===== config.mk =====
export PLATFORM = sky130hd
export DESIGN_NAME = resp_reply_stream_parser_top_flat
export DESIGN_NICKNAME = d
export VERILOG_FILES = /design/src/rtl/rrsp_pkg.sv /design/src/rtl/rrsp_in_if.sv /design/src/rtl/rrsp_out_if.sv /design/src/rtl/rrsp_count_stack.sv /design/src/rtl/rrsp_core.sv /design/src/rtl/resp_reply_stream_parser_top.sv /design/src/flat_wrapper.sv
export VERILOG_INCLUDE_DIRS = /design/src /design/src/rtl
export SDC_FILE = /design/constraint.sdc
export NUM_CORES = 1
export LEC_CHECK = 0
export BUFFER_PORTS_ARGS = -buffer_cell sky130_fd_sc_hd__buf_2
export CORE_MARGIN = 3
export CORE_UTILIZATION = 41
export DETAILED_ROUTE_END_ITERATION = 12
export PLACE_DENSITY_LB_ADDON = 0.1
export SLEW_MARGIN = 10
export SYNTH_ARGS = -nofsm -noshare
export SYNTH_HDL_FRONTEND = slang
export SYNTH_SLANG_ARGS = --single-unit
export TNS_END_PERCENT = 10

===== constraint.sdc =====
create_clock -name clk -period 9.9 [get_ports clk]
set_input_delay 0.495 -clock clk [delete_from_list [all_inputs] [get_ports clk]]
set_output_delay 0.495 -clock clk [all_outputs]
set_load 0.01 [all_outputs]

===== src/rtl/resp_reply_stream_parser_top_assert.svh =====
// assertion macros shared by the resp reply parser rtl
`ifndef RESP_REPLY_STREAM_PARSER_TOP_ASSERT_SVH
`define RESP_REPLY_STREAM_PARSER_TOP_ASSERT_SVH
`ifndef SYNTHESIS
`define RRSP_ASSERT(label, clk, rst_n, prop, msg) \
  label: assert property (@(posedge clk) disable iff (!rst_n) prop) else $error(msg);
`define RRSP_ASSERT_NORST(label, clk, prop, msg) \
  label: assert property (@(posedge clk) prop) else $error(msg);
`else
`define RRSP_ASSERT(label, clk, rst_n, prop, msg)
`define RRSP_ASSERT_NORST(label, clk, prop, msg)
`endif
`endif


===== src/rtl/rrsp_pkg.sv =====
// types and constants of the resp reply stream parser
`timescale 1ns / 1ps
`default_nettype none
package rrsp_pkg;

  typedef enum logic [2:0] {
    PH_PREFIX,
    PH_LINE,
    PH_LINE_LF,
    PH_NUM,
    PH_NUM_LF,
    PH_DATA,
    PH_DATA_CR,
    PH_DATA_LF
  } phase_t;

  typedef enum logic [3:0] {
    K_SIMPLE     = 4'd0,
    K_ERROR      = 4'd1,
    K_INTEGER    = 4'd2,
    K_BULK       = 4'd3,
    K_NULL       = 4'd4,
    K_EMPTY      = 4'd5,
    K_UNKNOWN    = 4'd6,
    K_INCOMPLETE = 4'd7,
    K_MALFORMED  = 4'd8,
    K_OVERFLOW   = 4'd9
  } kind_t;

  localparam logic [7:0] CH_CR     = 8'h0D;
  localparam logic [7:0] CH_PLUS   = 8'h2B;
  localparam logic [7:0] CH_MINUS  = 8'h2D;
  localparam logic [7:0] CH_COLON  = 8'h3A;
  localparam logic [7:0] CH_DOLLAR = 8'h24;
  localparam logic [7:0] CH_STAR   = 8'h2A;
  localparam logic [7:0] CH_ZERO   = 8'h30;
  localparam logic [7:0] CH_NINE   = 8'h39;

  typedef struct packed {
    logic [7:0] data_byte;
    logic       conn_closed;
  } in_word_t;

  typedef struct packed {
    logic [7:0] out_byte;
    logic       has_byte;
    logic [3:0] elem_kind;
    logic       elem_last;
    logic       reply_last;
    logic [3:0] nest_level;
  } out_word_t;

  typedef struct packed {
    logic push;
    logic finish;
    logic clear;
  } stk_cmd_t;

endpackage
`default_nettype wire


===== src/rtl/rrsp_in_if.sv =====
// input byte channel of the resp reply parser
`timescale 1ns / 1ps
`default_nettype none
interface rrsp_in_if import rrsp_pkg::*; ();
  logic     valid;
  logic     ready;
  in_word_t data;

  modport source (output valid, output data, input ready);
  modport sink (input valid, input data, output ready);
endinterface
`default_nettype wire


===== src/rtl/rrsp_out_if.sv =====
// result channel of the resp reply parser
`timescale 1ns / 1ps
`default_nettype none
interface rrsp_out_if import rrsp_pkg::*; ();
  logic      valid;
  logic      ready;
  out_word_t data;

  modport source (output valid, output data, input ready);
  modport sink (input valid, input data, output ready);
endinterface
`default_nettype wire


===== src/rtl/rrsp_count_stack.sv =====
// array element count stack whose multi level pop is done by a single finish command
`timescale 1ns / 1ps
`default_nettype none
`include "resp_reply_stream_parser_top_assert.svh"
module rrsp_count_stack import rrsp_pkg::*; #(
  parameter int MAX_DEPTH  = 8,
  parameter int COUNT_BITS = 31,
  localparam int LW = $clog2(MAX_DEPTH + 1),
  localparam int IW = (MAX_DEPTH > 1) ? $clog2(MAX_DEPTH) : 1
) (
  input  wire logic                  clk,
  input  wire logic                  rst_n,
  input  wire stk_cmd_t              cmd,
  input  wire logic [COUNT_BITS-1:0] push_val,
  output logic      [LW-1:0]         level,
  output logic                       reply_done
);

  logic [COUNT_BITS-1:0] cnt_r [MAX_DEPTH];
  logic [MAX_DEPTH-1:0]  one_r;
  logic [LW-1:0]         level_r;
  logic [LW-1:0]         level_nxt;
  logic                  hit;
  logic [IW-1:0]         k;
  logic [COUNT_BITS-1:0] rd_val;
  logic                  wr_en;
  logic [IW-1:0]         wr_idx;
  logic [COUNT_BITS-1:0] wr_val;
  logic                  wr_one;

  // innermost open array whose count does not run out on this element
  always_comb begin
    hit = 1'b0;
    k   = '0;
    for (int i = 0; i < MAX_DEPTH; i++) begin
      if ((LW'(i) < level_r) && !one_r[i]) begin
        hit = 1'b1;
        k   = IW'(i);
      end
    end
  end

  assign rd_val     = cnt_r[k];
  assign reply_done = !hit;
  assign level      = level_r;

  always_comb begin
    level_nxt = level_r;
    wr_en     = 1'b0;
    wr_idx    = level_r[IW-1:0];
    wr_val    = push_val;
    wr_one    = (push_val == COUNT_BITS'(1));
    priority if (cmd.clear) begin
      level_nxt = '0;
    end else if (cmd.push) begin
      wr_en     = 1'b1;
      level_nxt = level_r + 1'b1;
    end else if (cmd.finish) begin
      if (hit) begin
        wr_en     = 1'b1;
        wr_idx    = k;
        wr_val    = rd_val - 1'b1;
        wr_one    = (rd_val == COUNT_BITS'(2));
        level_nxt = LW'(k) + LW'(1);
      end else begin
        level_nxt = '0;
      end
    end else begin
      level_nxt = level_r;
    end
  end

  always_ff @(posedge clk) begin
    if (!rst_n) begin
      level_r <= '0;
    end else begin
      level_r <= level_nxt;
    end
  end

  always_ff @(posedge clk) begin
    if (wr_en) begin
      cnt_r[wr_idx] <= wr_val;
      one_r[wr_idx] <= wr_one;
    end
  end

  `RRSP_ASSERT(a_level_bound, clk, rst_n, level_r <= LW'(MAX_DEPTH), "stack level past depth")
  `RRSP_ASSERT(a_cmd_excl, clk, rst_n, $onehot0({cmd.push, cmd.finish, cmd.clear}), "stack cmd clash")
  `RRSP_ASSERT(a_clear_empty, clk, rst_n, cmd.clear |=> level_r == '0, "clear left arrays open")
  `RRSP_ASSERT(a_push_grow, clk, rst_n, cmd.push |=> level_r == $past(level_r) + 1'b1, "push lost")

endmodule
`default_nettype wire


===== src/rtl/rrsp_core.sv =====
// per byte parse state machine: prefix, line, length and bulk phases
`timescale 1ns / 1ps
`default_nettype none
module rrsp_core import rrsp_pkg::*; #(
  parameter int MAX_DEPTH  = 8,
  parameter int COUNT_BITS = 31,
  localparam int LW = $clog2(MAX_DEPTH + 1),
  localparam int NW = COUNT_BITS + 4
) (
  input  wire logic                  clk,
  input  wire logic                  rst_n,
  input  wire logic                  step,
  input  wire in_word_t              in_word,
  input  wire logic [LW-1:0]         level,
  input  wire logic                  reply_done,
  output logic                       res_valid,
  output out_word_t                  res,
  output stk_cmd_t                   cmd,
  output logic      [COUNT_BITS-1:0] push_val
);

  phase_t                phase_r, phase_nxt;
  kind_t                 kind_r, kind_nxt;
  logic [COUNT_BITS-1:0] accum_r, accum_nxt;
  logic                  neg_r, neg_nxt;
  logic                  digits_r, digits_nxt;
  logic                  bad_r, bad_nxt;
  logic [COUNT_BITS-1:0] bulk_r, bulk_nxt;
  logic [7:0]            b;
  logic [NW-1:0]         nv;
  logic                  is_digit;
  logic                  do_finish;
  logic                  do_abandon;
  kind_t                 end_kind;
  logic [3:0]            nest;

  assign b        = in_word.data_byte;
  assign is_digit = (b >= CH_ZERO) && (b <= CH_NINE);
  assign nv       = (NW'(accum_r) << 3) + (NW'(accum_r) << 1) + NW'(b - CH_ZERO);
  assign nest     = 4'(level);
  assign push_val = accum_r;

  always_comb begin
    phase_nxt  = phase_r;
    kind_nxt   = kind_r;
    accum_nxt  = accum_r;
    neg_nxt    = neg_r;
    digits_nxt = digits_r;
    bad_nxt    = bad_r;
    bulk_nxt   = bulk_r;
    do_finish  = 1'b0;
    do_abandon = 1'b0;
    end_kind   = kind_r;
    res_valid  = 1'b0;
    res        = '0;
    cmd        = '0;
    if (step) begin
      if (in_word.conn_closed) begin
        do_abandon = 1'b1;
        end_kind   = K_INCOMPLETE;
      end else begin
        unique case (phase_r)
          PH_PREFIX: begin
            unique case (b)
              CH_PLUS: begin
                kind_nxt  = K_SIMPLE;
                phase_nxt = PH_LINE;
              end
              CH_MINUS: begin
                kind_nxt  = K_ERROR;
                phase_nxt = PH_LINE;
              end
              CH_COLON: begin
                kind_nxt  = K_INTEGER;
                phase_nxt = PH_LINE;
              end
              CH_DOLLAR, CH_STAR: begin
                kind_nxt   = (b == CH_DOLLAR) ? K_BULK : K_EMPTY;
                accum_nxt  = '0;
                neg_nxt    = 1'b0;
                digits_nxt = 1'b0;
                bad_nxt    = 1'b0;
                phase_nxt  = PH_NUM;
              end
              default: begin
                do_finish = 1'b1;
                end_kind  = K_UNKNOWN;
              end
            endcase
          end
          PH_LINE: begin
            if (b == CH_CR) begin
              phase_nxt = PH_LINE_LF;
            end else begin
              res_valid      = 1'b1;
              res.out_byte   = b;
              res.has_byte   = 1'b1;
              res.elem_kind  = kind_r;
              res.nest_level = nest;
            end
          end
          PH_LINE_LF: begin
            do_finish = 1'b1;
          end
          PH_NUM: begin
            priority if (b == CH_CR) begin
              phase_nxt = PH_NUM_LF;
            end else if (bad_r) begin
              // malformed until the line ends
            end else if (b == CH_MINUS && !digits_r && !neg_r) begin
              neg_nxt = 1'b1;
            end else if (is_digit) begin
              digits_nxt = 1'b1;
              if (nv[NW-1:COUNT_BITS] != '0) begin
                bad_nxt = 1'b1;
              end else begin
                accum_nxt = nv[COUNT_BITS-1:0];
              end
            end else begin
              bad_nxt = 1'b1;
            end
          end
          PH_NUM_LF: begin
            priority if (bad_r || !digits_r) begin
              do_abandon = 1'b1;
              end_kind   = K_MALFORMED;
            end else if (neg_r && accum_r != '0) begin
              if (accum_r == COUNT_BITS'(1)) begin
                do_finish = 1'b1;
                end_kind  = K_NULL;
              end else begin
                do_abandon = 1'b1;
                end_kind   = K_MALFORMED;
              end
            end else if (kind_r == K_BULK) begin
              bulk_nxt  = accum_r;
              phase_nxt = (accum_r == '0) ? PH_DATA_CR : PH_DATA;
            end else if (accum_r == '0) begin
              do_finish = 1'b1;
              end_kind  = K_EMPTY;
            end else if (level == LW'(MAX_DEPTH)) begin
              do_abandon = 1'b1;
              end_kind   = K_OVERFLOW;
            end else begin
              cmd.push  = 1'b1;
              phase_nxt = PH_PREFIX;
            end
          end
          PH_DATA: begin
            bulk_nxt = bulk_r - 1'b1;
            if (bulk_nxt == '0) begin
              phase_nxt = PH_DATA_CR;
            end
            res_valid      = 1'b1;
            res.out_byte   = b;
            res.has_byte   = 1'b1;
            res.elem_kind  = K_BULK;
            res.nest_level = nest;
          end
          PH_DATA_CR: begin
            phase_nxt = PH_DATA_LF;
          end
          PH_DATA_LF: begin
            do_finish = 1'b1;
            end_kind  = K_BULK;
          end
        endcase
      end

      if (do_finish) begin
        cmd.finish     = 1'b1;
        phase_nxt      = PH_PREFIX;
        res_valid      = 1'b1;
        res.elem_kind  = end_kind;
        res.elem_last  = 1'b1;
        res.reply_last = reply_done;
        res.nest_level = nest;
      end
      if (do_abandon) begin
        cmd.clear      = 1'b1;
        phase_nxt      = PH_PREFIX;
        kind_nxt       = K_SIMPLE;
        accum_nxt      = '0;
        neg_nxt        = 1'b0;
        digits_nxt     = 1'b0;
        bad_nxt        = 1'b0;
        bulk_nxt       = '0;
        res_valid      = 1'b1;
        res.elem_kind  = end_kind;
        res.elem_last  = 1'b1;
        res.reply_last = 1'b1;
        res.nest_level = nest;
      end
    end
  end

  always_ff @(posedge clk) begin
    if (!rst_n) begin
      phase_r  <= PH_PREFIX;
      kind_r   <= K_SIMPLE;
      accum_r  <= '0;
      neg_r    <= 1'b0;
      digits_r <= 1'b0;
      bad_r    <= 1'b0;
      bulk_r   <= '0;
    end else begin
      phase_r  <= phase_nxt;
      kind_r   <= kind_nxt;
      accum_r  <= accum_nxt;
      neg_r    <= neg_nxt;
      digits_r <= digits_nxt;
      bad_r    <= bad_nxt;
      bulk_r   <= bulk_nxt;
    end
  end

endmodule
`default_nettype wire


===== src/rtl/resp_reply_stream_parser_top.sv =====
// top level of the resp reply stream parser
//
//  channel | dir | payload                                         | handshake
//  in_ch   | in  | data_byte, conn_closed                          | valid/ready
//  out_ch  | out | out_byte, has_byte, elem_kind, elem_last,       | valid/ready
//          |     | reply_last, nest_level                          |
//
// one byte per cycle sustained while out_ch is ready; a taken byte passes the input register, then the result register
// every byte is parsed combinationally between the input register and the result register
// element end pops all finished arrays in the same cycle it is parsed through the count stack
// synchronous reset clears the parse state and the open array count; stack entries need none
// a stalled result holds; one more byte waits in the input register before ready drops
`timescale 1ns / 1ps
`default_nettype none
`include "resp_reply_stream_parser_top_assert.svh"
module resp_reply_stream_parser_top import rrsp_pkg::*; #(
  parameter int MAX_DEPTH  = 8,
  parameter int COUNT_BITS = 31
) (
  input wire logic    clk,
  input wire logic    rst_n,
  rrsp_in_if.sink     in_ch,
  rrsp_out_if.source  out_ch
);

  localparam int LW = $clog2(MAX_DEPTH + 1);

  logic                  in_v_r, in_v_nxt;
  in_word_t              in_word_r;
  logic                  out_v_r, out_v_nxt;
  out_word_t             out_word_r;
  logic                  adv;
  logic                  res_valid;
  out_word_t             res;
  stk_cmd_t              cmd;
  logic [COUNT_BITS-1:0] push_val;
  logic [LW-1:0]         level;
  logic                  reply_done;

  // a word is parsed when the result register is free or drains now
  assign adv          = in_v_r && (!out_v_r || out_ch.ready);
  assign in_ch.ready  = !in_v_r || adv;
  assign out_ch.valid = out_v_r;
  assign out_ch.data  = out_word_r;

  always_comb begin
    in_v_nxt = in_v_r;
    if (in_ch.ready) begin
      in_v_nxt = in_ch.valid;
    end
    out_v_nxt = out_v_r;
    if (adv && res_valid) begin
      out_v_nxt = 1'b1;
    end else if (out_ch.ready) begin
      out_v_nxt = 1'b0;
    end
  end

  always_ff @(posedge clk) begin
    if (!rst_n) begin
      in_v_r  <= 1'b0;
      out_v_r <= 1'b0;
    end else begin
      in_v_r  <= in_v_nxt;
      out_v_r <= out_v_nxt;
    end
  end

  always_ff @(posedge clk) begin
    if (in_ch.ready && in_ch.valid) begin
      in_word_r <= in_ch.data;
    end
    if (adv && res_valid) begin
      out_word_r <= res;
    end
  end

  rrsp_core #(
    .MAX_DEPTH  (MAX_DEPTH),
    .COUNT_BITS (COUNT_BITS)
  ) u_core (
    .clk        (clk),
    .rst_n      (rst_n),
    .step       (adv),
    .in_word    (in_word_r),
    .level      (level),
    .reply_done (reply_done),
    .res_valid  (res_valid),
    .res        (res),
    .cmd        (cmd),
    .push_val   (push_val)
  );

  rrsp_count_stack #(
    .MAX_DEPTH  (MAX_DEPTH),
    .COUNT_BITS (COUNT_BITS)
  ) u_stack (
    .clk        (clk),
    .rst_n      (rst_n),
    .cmd        (cmd),
    .push_val   (push_val),
    .level      (level),
    .reply_done (reply_done)
  );

  `RRSP_ASSERT_NORST(a_rst_out, clk, !rst_n |=> !out_v_r, "result valid after reset")
  `RRSP_ASSERT(a_byte_word, clk, rst_n, out_v_r && out_word_r.has_byte |-> !out_word_r.elem_last && !out_word_r.reply_last, "payload word marked as end")
  `RRSP_ASSERT(a_marker_word, clk, rst_n, out_v_r && !out_word_r.has_byte |-> out_word_r.elem_last && out_word_r.out_byte == 8'h00, "marker word malformed")

endmodule
`default_nettype wire

===== src/flat_wrapper.sv =====
// flat-port wrapper written by rule: the top's interface ports become plain ports
module resp_reply_stream_parser_top_flat import rrsp_pkg::*;
#(
  parameter int MAX_DEPTH  = 8,
  parameter int COUNT_BITS = 31
)
  (clk, rst_n, in_ch_valid, in_ch_data, in_ch_ready, out_ch_valid, out_ch_data, out_ch_ready);
  rrsp_in_if in_ch_i ();
  rrsp_out_if out_ch_i ();
  input wire logic clk;
  input wire logic rst_n;
  input wire logic [$bits(in_ch_i.valid)-1:0] in_ch_valid;
  input wire logic [$bits(in_ch_i.data)-1:0] in_ch_data;
  output wire logic [$bits(in_ch_i.ready)-1:0] in_ch_ready;
  output wire logic [$bits(out_ch_i.valid)-1:0] out_ch_valid;
  output wire logic [$bits(out_ch_i.data)-1:0] out_ch_data;
  input wire logic [$bits(out_ch_i.ready)-1:0] out_ch_ready;
  assign in_ch_i.valid = in_ch_valid;
  assign in_ch_i.data = in_ch_data;
  assign in_ch_ready = in_ch_i.ready;
  assign out_ch_valid = out_ch_i.valid;
  assign out_ch_data = out_ch_i.data;
  assign out_ch_i.ready = out_ch_ready;
  resp_reply_stream_parser_top #(.MAX_DEPTH(MAX_DEPTH), .COUNT_BITS(COUNT_BITS)) u_core (.clk(clk), .rst_n(rst_n), .in_ch(in_ch_i), .out_ch(out_ch_i));
endmodule

Word level (Yosys, flattened, before mapping)
Memories as Yosys holds them, arrays and structs flattened.
Cells that the tools add are included.

word-level totals
  register bits after elaboration = 114
  bits in writable memories = 248
  input bits = 13
  output and inout bits = 21
  word-level logic and storage cells = 283
  memories = 1

memory list
  name                  words  width  read ports  clocked after memory_dff  write ports  line                    source
  u_core.u_stack.cnt_r  8      31     1           0                         1            rrsp_count_stack.sv:19  logic [COUNT_BITS-1:0] cnt_r [MAX_DEPTH];

operators by class
  add/sub/neg operators = 7
  order comparisons = 12
  eq/ne operators = 37
  muxes and demuxes = 148
  bitwise operators = 2
  reduce and logical (&&, ||, !) cells = 57

operator list
  kind                     number
  $mux W31                 17
  $pmux W31 S2             2
  $mux W1                  72
  $mux W3                  23
  $mux W4                  17
  $logic_not A31 Y1        2
  $sub A31 B1 Y31 const B  2
  $eq A8 B6 Y1 const B     5
  $add A34 B32 Y35         1
  $add A35 B35 Y35         1
  $ne A3 B3 Y1 const B     11
  $eq A31 B1 Y1 const B    1
  $eq A31 B2 Y1 const B    1
  $reduce_bool A31 Y1      1
  $pmux W13 S2             1
  $mux W10                 2
  $ne A4 B4 Y1 const B     5
  $pmux W3 S6              1
  $logic_and A1 B1 Y1      16
  $lt A3 B4 Y1 const A     4
  $pmux W4 S4              1
  $ne A5 B5 Y1 const B     3
  $logic_not A1 Y1         13
  $mux W13                 1
  42 further kinds         60

Logic depth before layout (Yosys ltp)
Gate-level depths: netlist (run 1).

  depth in word-level cells = 19
  depth in mapped cells = 18
  mapped depth without buffers = 16

Hierarchy
From an unflattened synthesis (run 1), not the netlist that was laid out.

second synthesis, totals
  cell total of the unflattened synthesis = 1,920
  area, all modules = 20,255.7 um^2

by module, submodules not included
  module                        instances  cells an instance  area each (um^2)  sequential area each (um^2)
  rrsp_count_stack              1          901                11,682.5          7,767.4
  rrsp_core                     1          978                7,619.8           1,421.4
  resp_reply_stream_parser_top  1          41                 953.4             880.8

Least setup slack after synthesis (run 1)
No wires, ideal clock.

  kind = reg-to-reg
  from = register u_core.in_word_r[6] (netlist bit)
  to = register u_core.u_core.accum_r[0] (netlist: u_core.u_core.push_val[0])
  library setup time = 0.133 ns
  data arrival time = 7.928 ns
  required time = 9.767 ns
  path slack = 1.839 ns
  stages on the path, launching flop included = 16
  buffers on the path = 2
  clock period less this slack = 8.061 ns
  cell sequence = edfxtp_1 ha_1 nor3_1 fa_1 ha_1 a21o_1 a21o_1 a221oi_1 o21ai_1 a31oi_1 xnor2_1 or4_1 clkbuf_1 nor2_1 buf_2 o221ai_1

on the way
  word-level cells in the longest chain between the ends = 5
  elaborated cells on any way between the ends = 19
  classes of those cells = 2 x add/sub; 2 x order compare; 9 x eq/ne; 6 x reduce/logical

ends and longest elaborated chain
  element                                                    line                                source
  start: declaration                                         resp_reply_stream_parser_top.sv:29  in_word_t in_word_r;
  start signal: assignment                                   resp_reply_stream_parser_top.sv:71  in_word_r <= in_ch.data;
  $sub A8 B6 Y9 or $eq A8 B6 Y1 (tied branches)              rrsp_core.sv:39, rrsp_core.sv:110
  $add A35 B35 Y35 or $logic_and A1 B1 Y1 (tied branches)    rrsp_core.sv:39, rrsp_core.sv:110
  $reduce_bool A4 Y1 or $logic_and A1 B1 Y1 (tied branches)  rrsp_core.sv:114, rrsp_core.sv:110
  $ne A3 B3 Y1 (no line)                                     n/a
  $reduce_and A9 Y1 (no line) (*)                            n/a
  end signal: assignment                                     rrsp_core.sv:209                    accum_r <= accum_nxt;
  end: declaration                                           rrsp_core.sv:24                     logic [COUNT_BITS-1:0] accum_r, accum_nxt;

Every way passes the cells marked *; elsewhere a longest branch is shown, timed or not.
A chain may end at the register's enable or synchronous reset.

Worst setup path in the final report (run 1)
  from = register u_core.u_stack.level_r[1] (netlist: u_core.u_stack.level[1])
  to = register u_core.u_stack.one_r[7], data pin

on the way
  elaborated cells on any way between the ends = 65
  classes of those cells = 10 x order compare; 2 x eq/ne; 43 x mux; 9 x reduce/logical; 1 x memory

RTL lines
  element                         line                    source
  start: declaration              rrsp_count_stack.sv:21  logic [LW-1:0] level_r;
  start signal: assignment        rrsp_count_stack.sv:77  level_r <= level_nxt;
  $lt A1 B4 Y1                    rrsp_count_stack.sv:36  if ((LW'(i) < level_r) && !one_r[i]) begin
  $logic_and A1 B1 Y1             rrsp_count_stack.sv:36
  $mux W1                         rrsp_count_stack.sv:36
  $mux W3 (6 in a row)            rrsp_count_stack.sv:36
  $mem_v2 Z8 W31                  n/a
  $eq A31 B2 Y1                   rrsp_count_stack.sv:63  wr_one = (rd_val == COUNT_BITS'(2));
  $mux W1                         rrsp_count_stack.sv:59  if (hit) begin
  $mux W1                         rrsp_count_stack.sv:58  end else if (cmd.finish) begin
  $mux W1                         rrsp_count_stack.sv:55  end else if (cmd.push) begin
  $mux W1 (*)                     rrsp_count_stack.sv:53  priority if (cmd.clear) begin
  via u_core.u_stack.wr_one       rrsp_count_stack.sv:29  logic wr_one;
  $bwmux W8 (*)                   rrsp_count_stack.sv:84  one_r[wr_idx] <= wr_one;
  end signal: indexed assignment  rrsp_count_stack.sv:84
  end: declaration                rrsp_count_stack.sv:20  logic [MAX_DEPTH-1:0] one_r;

The timed path passes the listed nets; every way through them passes the cells marked *. The select of a mux whose other input is x is not followed.

==> results.cfg, run 1 <==
[setup_path]
rr_startpoint = u_core.u_stack.level[1]
path_class = register to register
path_cells = inv_1, ha_1, nor2_1, o21ai_0, o211a_4, nor2_4, buf_4, o32ai_1, nor3_1, nand4_1, nor4_4, nand3_1, o31ai_1
start_kind = register
slowest_delay_ns = 0.84
crit_family = simple AND/OR/NAND/NOR gates
cp.required_ns = 10.15
reg2reg_slack_ns = 3.49
slowest_stage = nor4_4
cp_max_fo = 45
cp.buffers_inverters = 2
reg2regPathDepth = 13
rr_endpoint = u_core.u_stack.one_r[7]
crit_path_end_kind = register
cp.arrival_ns = 6.65

[synth]
synth_edf_count = 284
synth.area.top_cells = edfxtp_1 42%, dfxtp_1 7.6%, a21oi_1 3.5%, nand2_1 3.3%, nand3_1 3.2%
synth_top_area_share_pct = 42.0
synthFlopType = edfxtp_1
syn_inst = 2008
synthArstFlopShare_pct = 0
yosys_warnings = 0
synth-seq-cells = 361
synth_area_leader_cell = edfxtp_1
syn_area_per_cell_um2 = 10.1
synth_fp_nets = 2098
yosys.cell_types.count = 97
syn-cell-area_um2 = 20300
ys_seq_area_share_pct = 49.6

[outcome]
status = completed

[power_and_ir_drop]
vdd_drop_max_uv = 97.4
p_per_area_nw_per_um2 = 141
swShare_pct = 21.9
p_switching_w = 0.000692
power_frac_clock_pct = 45.3
p_int_w = 0.00246
comb_power_share_pct = 3.1
power_w = 0.00315
p_leak_nw = 7.46
seq_power_share_pct = 51.6

[sta]
final.min_clock_period_ns = 6.41
period_share_pct = 64.7
worst_clock_skew_ns = 0.0199
tightest_slew_ns = 1.23
setup_viol = 0
fmax_mhz = 156
fin_tns_setup_ns = 0
setup_slack_ns = 3.49
hold_slack_ns = 0.108
drv_slew = 0
maxSlewHeadroom_pct = 17.5
rsz0062_at_grt = no
hold_viol = 0

[floorplan]
die-area_um2 = 52300
core_um2 = 48300
placementRows = 80
die_y_um = 229
start_util_pct = 42.0
num_io_pins = 34
die_x_um = 229

[place]
place_inst = 2596
pre_cts_ws_ns = 3.62
place.gp.congestion = 0.856
hpwl_um = 39600
port_buffers = 33

[routing]
initialDrtViolationCount = 1136
wirelength_um = 60900
drc = 0
ant_nets = 0
firstDrtPassIters = 5
routed_via_density = 6.04
vias = 16148
wl_per_cell_um = 22.8

[clocking]
cts_tree = yes
clk-insertion-delay-late_ns = 0.58
htree_levels = 2
cts_resized = 0
root_buffer = clkbuf_16
cts_buffer_depth = 3
cts_sinks = 361
cts_setup_buffers = 0
cts-hold-fix-buffers = 0
path_clk_slew_ns = 0.05
cts_buffers = 41

[global_route]
track_usage_pct = 22.8
antenna_found_initial = 3
grt_max_degree = 76
overflow = 0
grt_pass1_vias = 15698
grt_pass1_wl_um = 94000

[cells_and_area]
drive_gt1_share_pct = 9.43
nets = 2073
synthToLayoutAreaGrowth_pct = 10.4
fin_cells = 2672

[run]
maxCapViolations = 0

[min_path]
hold_class = input port to register
worstHoldStart = in_ch_data[1]
holdPathStages = 1
hold_path_end = u_core.in_word_r[1]
[metrics by stage]
| step | utilization (%) | instance area (um2) |
|---|---|---|
| after detailed placement | 43.9 | 21200 |
| final | 46.4 | 22400 |
| after global placement | 43.9 | 21200 |
| after CTS | 46.4 | 22400 |
| after floorplan | - | 20300 |
| after global routing | 46.4 | 22400 |
[cell families after synthesis]
kind of cell             Yosys count  synth area share [%]
AND/OR/NAND/NOR                  749                  18.8
multiplexers                      32                  1.69
buffers and inverters            184                  3.57
AO/OA/AOI/OAI                    540                  17.8
adder cells (fa/ha/maj)           77                  5.85
XOR/XNOR                          65                  2.80
flip-flops                       361                  49.6
[worst reg2reg max path, cell delays in order (launching register included)]
cell	delay (ns)
dfxtp_1	0.55
inv_1	0.14
ha_1	0.27
nor2_1	0.33
o21ai_0	0.26
o211a_4	0.34
nor2_4	0.14
buf_4	0.58
o32ai_1	0.29
nor3_1	0.76
nand4_1	0.63
nor4_4	0.84
nand3_1	0.24
o31ai_1	0.75
[Yosys cell counts, drive strengths merged (7+ instances only)]
library cell and n:
a2111oi 24, a211o 8, a211oi 12, a21o 21
a21oi 144, a31oi 40, and2 31, and3 15
buf 33, clkbuf 109, dfxtp 77, edfxtp 284
fa 30, ha 47, inv 41, mux2 8
mux2i 23, nand2 177, nand2b 15, nand3 132
nand3b 7, nand4 54, nor2 133, nor2b 36
nor3 60, nor4 32, o211ai 37, o21a 16
o21ai 107, o21bai 9, o221ai 12, o311ai 7
o31a 11, o32ai 8, or2 7, or3 15
or4 10, xnor2 48, xor2 17
[power groups by stage]
stage	registers [W]	logic (W)	clock network, W
floorplan	0.00166	0.0000653	0
global placement	0.00166	0.0000980	0
detailed placement	0.00166	0.0000990	0
CTS	0.00163	0.0000994	0.00146
global route	0.00163	0.000109	0.00152
finish	0.00163	0.0000984	0.00143
[final cells by class]
type                    instances  area (um2)
multi-input cells            1463        9680
clock inverters                17         126
repair buffers                 74         473
inverters                      42         158
fillers                      4585       25900
flip-flops and latches        361       10100
diodes                          2        5.00
well taps                     656         821
clock buffers                  57        1110
[layout by cell type, fill, tap and decap left out, types with 16 or more instances in the layout]
master / n
dfxtp_1: 77
o21ai_0: 89
o21a_1: 16
a21o_1: 21
ha_1: 47
and2_1: 30
nand2_1: 176
buf_4: 41
fa_1: 30
mux2i_1: 23
nand3_1: 130
clkbuf_16: 42
nor2_1: 121
buf_2: 33
nor2b_1: 36
xnor2_1: 48
a31oi_1: 40
a21oi_1: 142
nor4_1: 29
xor2_1: 16
o211ai_1: 37
nand4_1: 54
inv_1: 40
edfxtp_1: 284
nor3_1: 56
a2111oi_0: 24
[worst max-delay path by stage]
stage	slack [ns]	cells past startpoint	startpoint	end
after floorplan	1.84	15	u_core.in_word_r[6]	u_core.u_core.push_val[0]
after CTS	3.59	13	u_core.u_stack.level[1]	u_core.u_stack.one_r[5]
after global routing	3.02	13	u_core.u_stack.level[1]	u_core.u_stack.one_r[7]
after detailed placement	3.62	13	u_core.u_stack.level[1]	u_core.u_stack.one_r[0]
final	3.49	13	u_core.u_stack.level[1]	u_core.u_stack.one_r[7]
after global placement	3.95	13	u_core.u_stack.level[1]	u_core.u_stack.one_r[0]
[sequential cells by signal (all words and copies together), names as in the netlist, 3 cells and up]
name	cells
u_core.u_core.kind_r	3
u_core.u_stack.level	4
u_core.out_ch.data	19
u_core.u_stack.cnt_r	248
u_core.u_core.phase_r	3
u_core.in_word_r	9
u_core.u_core.bulk_r	31
u_core.u_stack.one_r	8
u_core.u_core.push_val	31
[metal layers]
layer | global-route usage [%] | up-vias | share of wire (%)
met5 | 0 | - | 0
met4 | 7.42 | 0 | 2.8
met3 | 2.54 | 104 | 5.5
met2 | 38.2 | 489 | 48
met1 | 31.1 | 7956 | 44
li1 | - | 7599 | -
Power figures use the tool's default switching activity.
==> run 2, diff against run 1 <==
- ABC_AREA: unset -> 1
- clock period: 9.9 -> 5.94 ns (I/O delays scaled with it)
==> results.cfg, run 2 <==
[outcome]
status = completed

[clocking]
cts_setup_buffers = 0
cts_buffers = 42
cts_resized = 0
clk-insertion-delay-late_ns = 0.56
cts_sinks = 361
htree_levels = 2
path_clk_slew_ns = 0.06
root_buffer = clkbuf_16
cts_tree = yes
cts_buffer_depth = 3

[run]
maxCapViolations = 0

[sta]
setup_viol = 0
hold_slack_ns = 0.0468
period_share_pct = 83.9
setup_slack_ns = 0.958
rsz0062_at_grt = no
final.min_clock_period_ns = 4.98
maxSlewHeadroom_pct = 34.0
tightest_slew_ns = 0.988
drv_slew = 0
worst_clock_skew_ns = 0.0236
hold_viol = 0
fin_tns_setup_ns = 0
fmax_mhz = 201

[setup_path]
rr_endpoint = u_core.u_core.push_val[26]
cp.arrival_ns = 5.42
start_kind = register
cp_max_fo = 15
cp.required_ns = 6.38
reg2reg_slack_ns = 0.96
reg2regPathDepth = 19
crit_path_end_kind = register
rr_startpoint = u_core.in_word_r[7]
path_class = register to register
startpoint = u_core.in_word_r[7]

[cells_and_area]
mostFrequentLayoutCells = 505 x nand2_1, 362 x inv_1, 341 x nand3_1
diodes = 0
multiInputGateArea_um2 = 8890
largest_reg_flops = 248
nFillCells = 4895
utilization_pct = 46.4
top_register = u_core.u_stack.cnt_r
regArea_um2 = 10100
nets = 2599
drive_gt1_share_pct = 6.53
final_common_cell = nand2_1
synthToLayoutAreaGrowth_pct = 10.5

[floorplan]
die_x_um = 231
num_io_pins = 34
die-area_um2 = 53300
start_util_pct = 41.9
core_um2 = 49500
placementRows = 81
die_y_um = 231

[routing]
firstDrtPassIters = 5
drc = 0
ant_nets = 0
wl_per_cell_um = 18.0
initialDrtViolationCount = 1263
vias = 16719
wirelength_um = 57700
routed_via_density = 5.22

[synth]
ys_seq_area_share_pct = 48.5
syn_inst = 2486
synthArstFlopShare_pct = 0
syn_area_per_cell_um2 = 8.34
synth_edf_count = 284
synthFlopType = edfxtp_1
syn-cell-area_um2 = 20700
synth_top_area_share_pct = 41.1
yosys_warnings = 0
ys_top_cells_by_count = 505 x nand2_1, 362 x inv_1, 342 x nand3_1
yosys.cell_types.count = 53
synth_fp_nets = 2576
synth.most_common_cell = nand2_1
synth.area.top_cells = edfxtp_1 41%, nand2_1 9.1%, nand3_1 8.3%, dfxtp_1 7.4%, inv_1 6.6%
synth-seq-cells = 361
synth_area_leader_cell = edfxtp_1

[place]
place.gp.congestion = 0.890
pre_cts_ws_ns = 0.890
port_buffers = 33
hpwl_um = 38200

[global_route]
overflow = 0
antenna_found_initial = 0
grt_max_degree = 70
grt_pass1_wl_um = 92300
grt_pass1_vias = 16680
track_usage_pct = 21.8

[min_path]
holdPathStages = 4
worstHoldStart = out_ch_ready
hold_class = input port to register
hold_path_end = u_core.out_ch.valid

[power_and_ir_drop]
power_w = 0.00587
vdd_drop_max_uv = 218
p_per_area_nw_per_um2 = 256
p_leak_nw = 9.71
-- run 2: cell types whose count changed after synthesis, sizes merged, moves of 36 or more --
cell and change:
clkbuf -73, inv +325, nand2 +335, nand3 +211
nand3b +43, nand4 -37, nor2 +106, nor2b -36
-- run 2: report_power, final --
group	switching [W]	leakage (nW)	total, W	internal, W
combinational	0.000443	5.90	0.000651	0.000208
clock	0.00104	0.614	0.00241	0.00137
sequential	0.0000446	3.20	0.00281	0.00277
-- run 2: worst max-delay path, stage by stage (launching register included) --
cell and delay (ns):
edfxtp_1 0.43, nor2_1 0.23, inv_1 0.13, nor2_4 0.48, fa_1 0.51, ha_1 0.40, nand2_1 0.11, nor2_1 0.14
nand4_1 0.08, o21ai_0 0.57, nand3_1 0.18, nand2_1 0.14, xor2_1 0.16, a21oi_1 0.06, nand2_1 0.17, nand2_2 0.07
nand2_1 0.39, inv_1 0.35, nor2_1 0.17, nor2_1 0.06
-- run 2: final cells by class --
type,instances,share of cell area [%]
tap,664,3.62
clock inverter,20,0.491
inverter,367,6.01
multi-input combinational,1664,38.8
sequential,361,43.9
timing repair buffer,73,2.14
clock buffer,56,5.04
-- run 2: cells by family (layout without fill, tap and decap cells) --
kind of cell / after synthesis / after routing / synth area share [%]
XOR/XNOR: 49 / 49 / 2.07
AND/OR/NAND/NOR: 1226 / 1226 / 26.3
flip-flops: 361 / 361 / 48.5
adder cells (fa/ha/maj): 77 / 77 / 5.73
buffers and inverters: 461 / 516 / 9.01
AO/OA/AOI/OAI: 312 / 312 / 8.36
-- run 2: repair_timing --
item / in CTS / in global routing
hold buffers: 10 / 0
endpoints found under the setup margin: 0 / 0
endpoints found under the hold margin: 10 / 0
-- run 2: layer usage --
layer | share of wire, % | vias to the layer above | routed length [um] | global-route usage (%)
met4 | 2.0 | 0 | 1140 | 5.11
met5 | 0 | - | 0 | 0
li1 | - | 8345 | - | -
met2 | 48 | 321 | 27900 | 37.6
met1 | 46 | 7975 | 26400 | 29.2
met3 | 3.8 | 78 | 2220 | 2.76
-- run 2: per-stage QoR --
step,std cells,instance area (um2)
detailed placement,3119,21600
global placement,3119,21600
CTS,3205,22900
finish,3205,22900
floorplan,2486,20700
global route,3205,22900
-- run 2: worst max-delay path by stage --
stage                                            end  depth (start not counted)
after global placement    u_core.u_core.push_val[21]                         19
final                     u_core.u_core.push_val[26]                         19
after CTS                 u_core.u_core.push_val[18]                         19
after global routing      u_core.u_core.push_val[23]                         19
after detailed placement  u_core.u_core.push_val[26]                         19
after floorplan           u_core.u_core.push_val[21]                         19
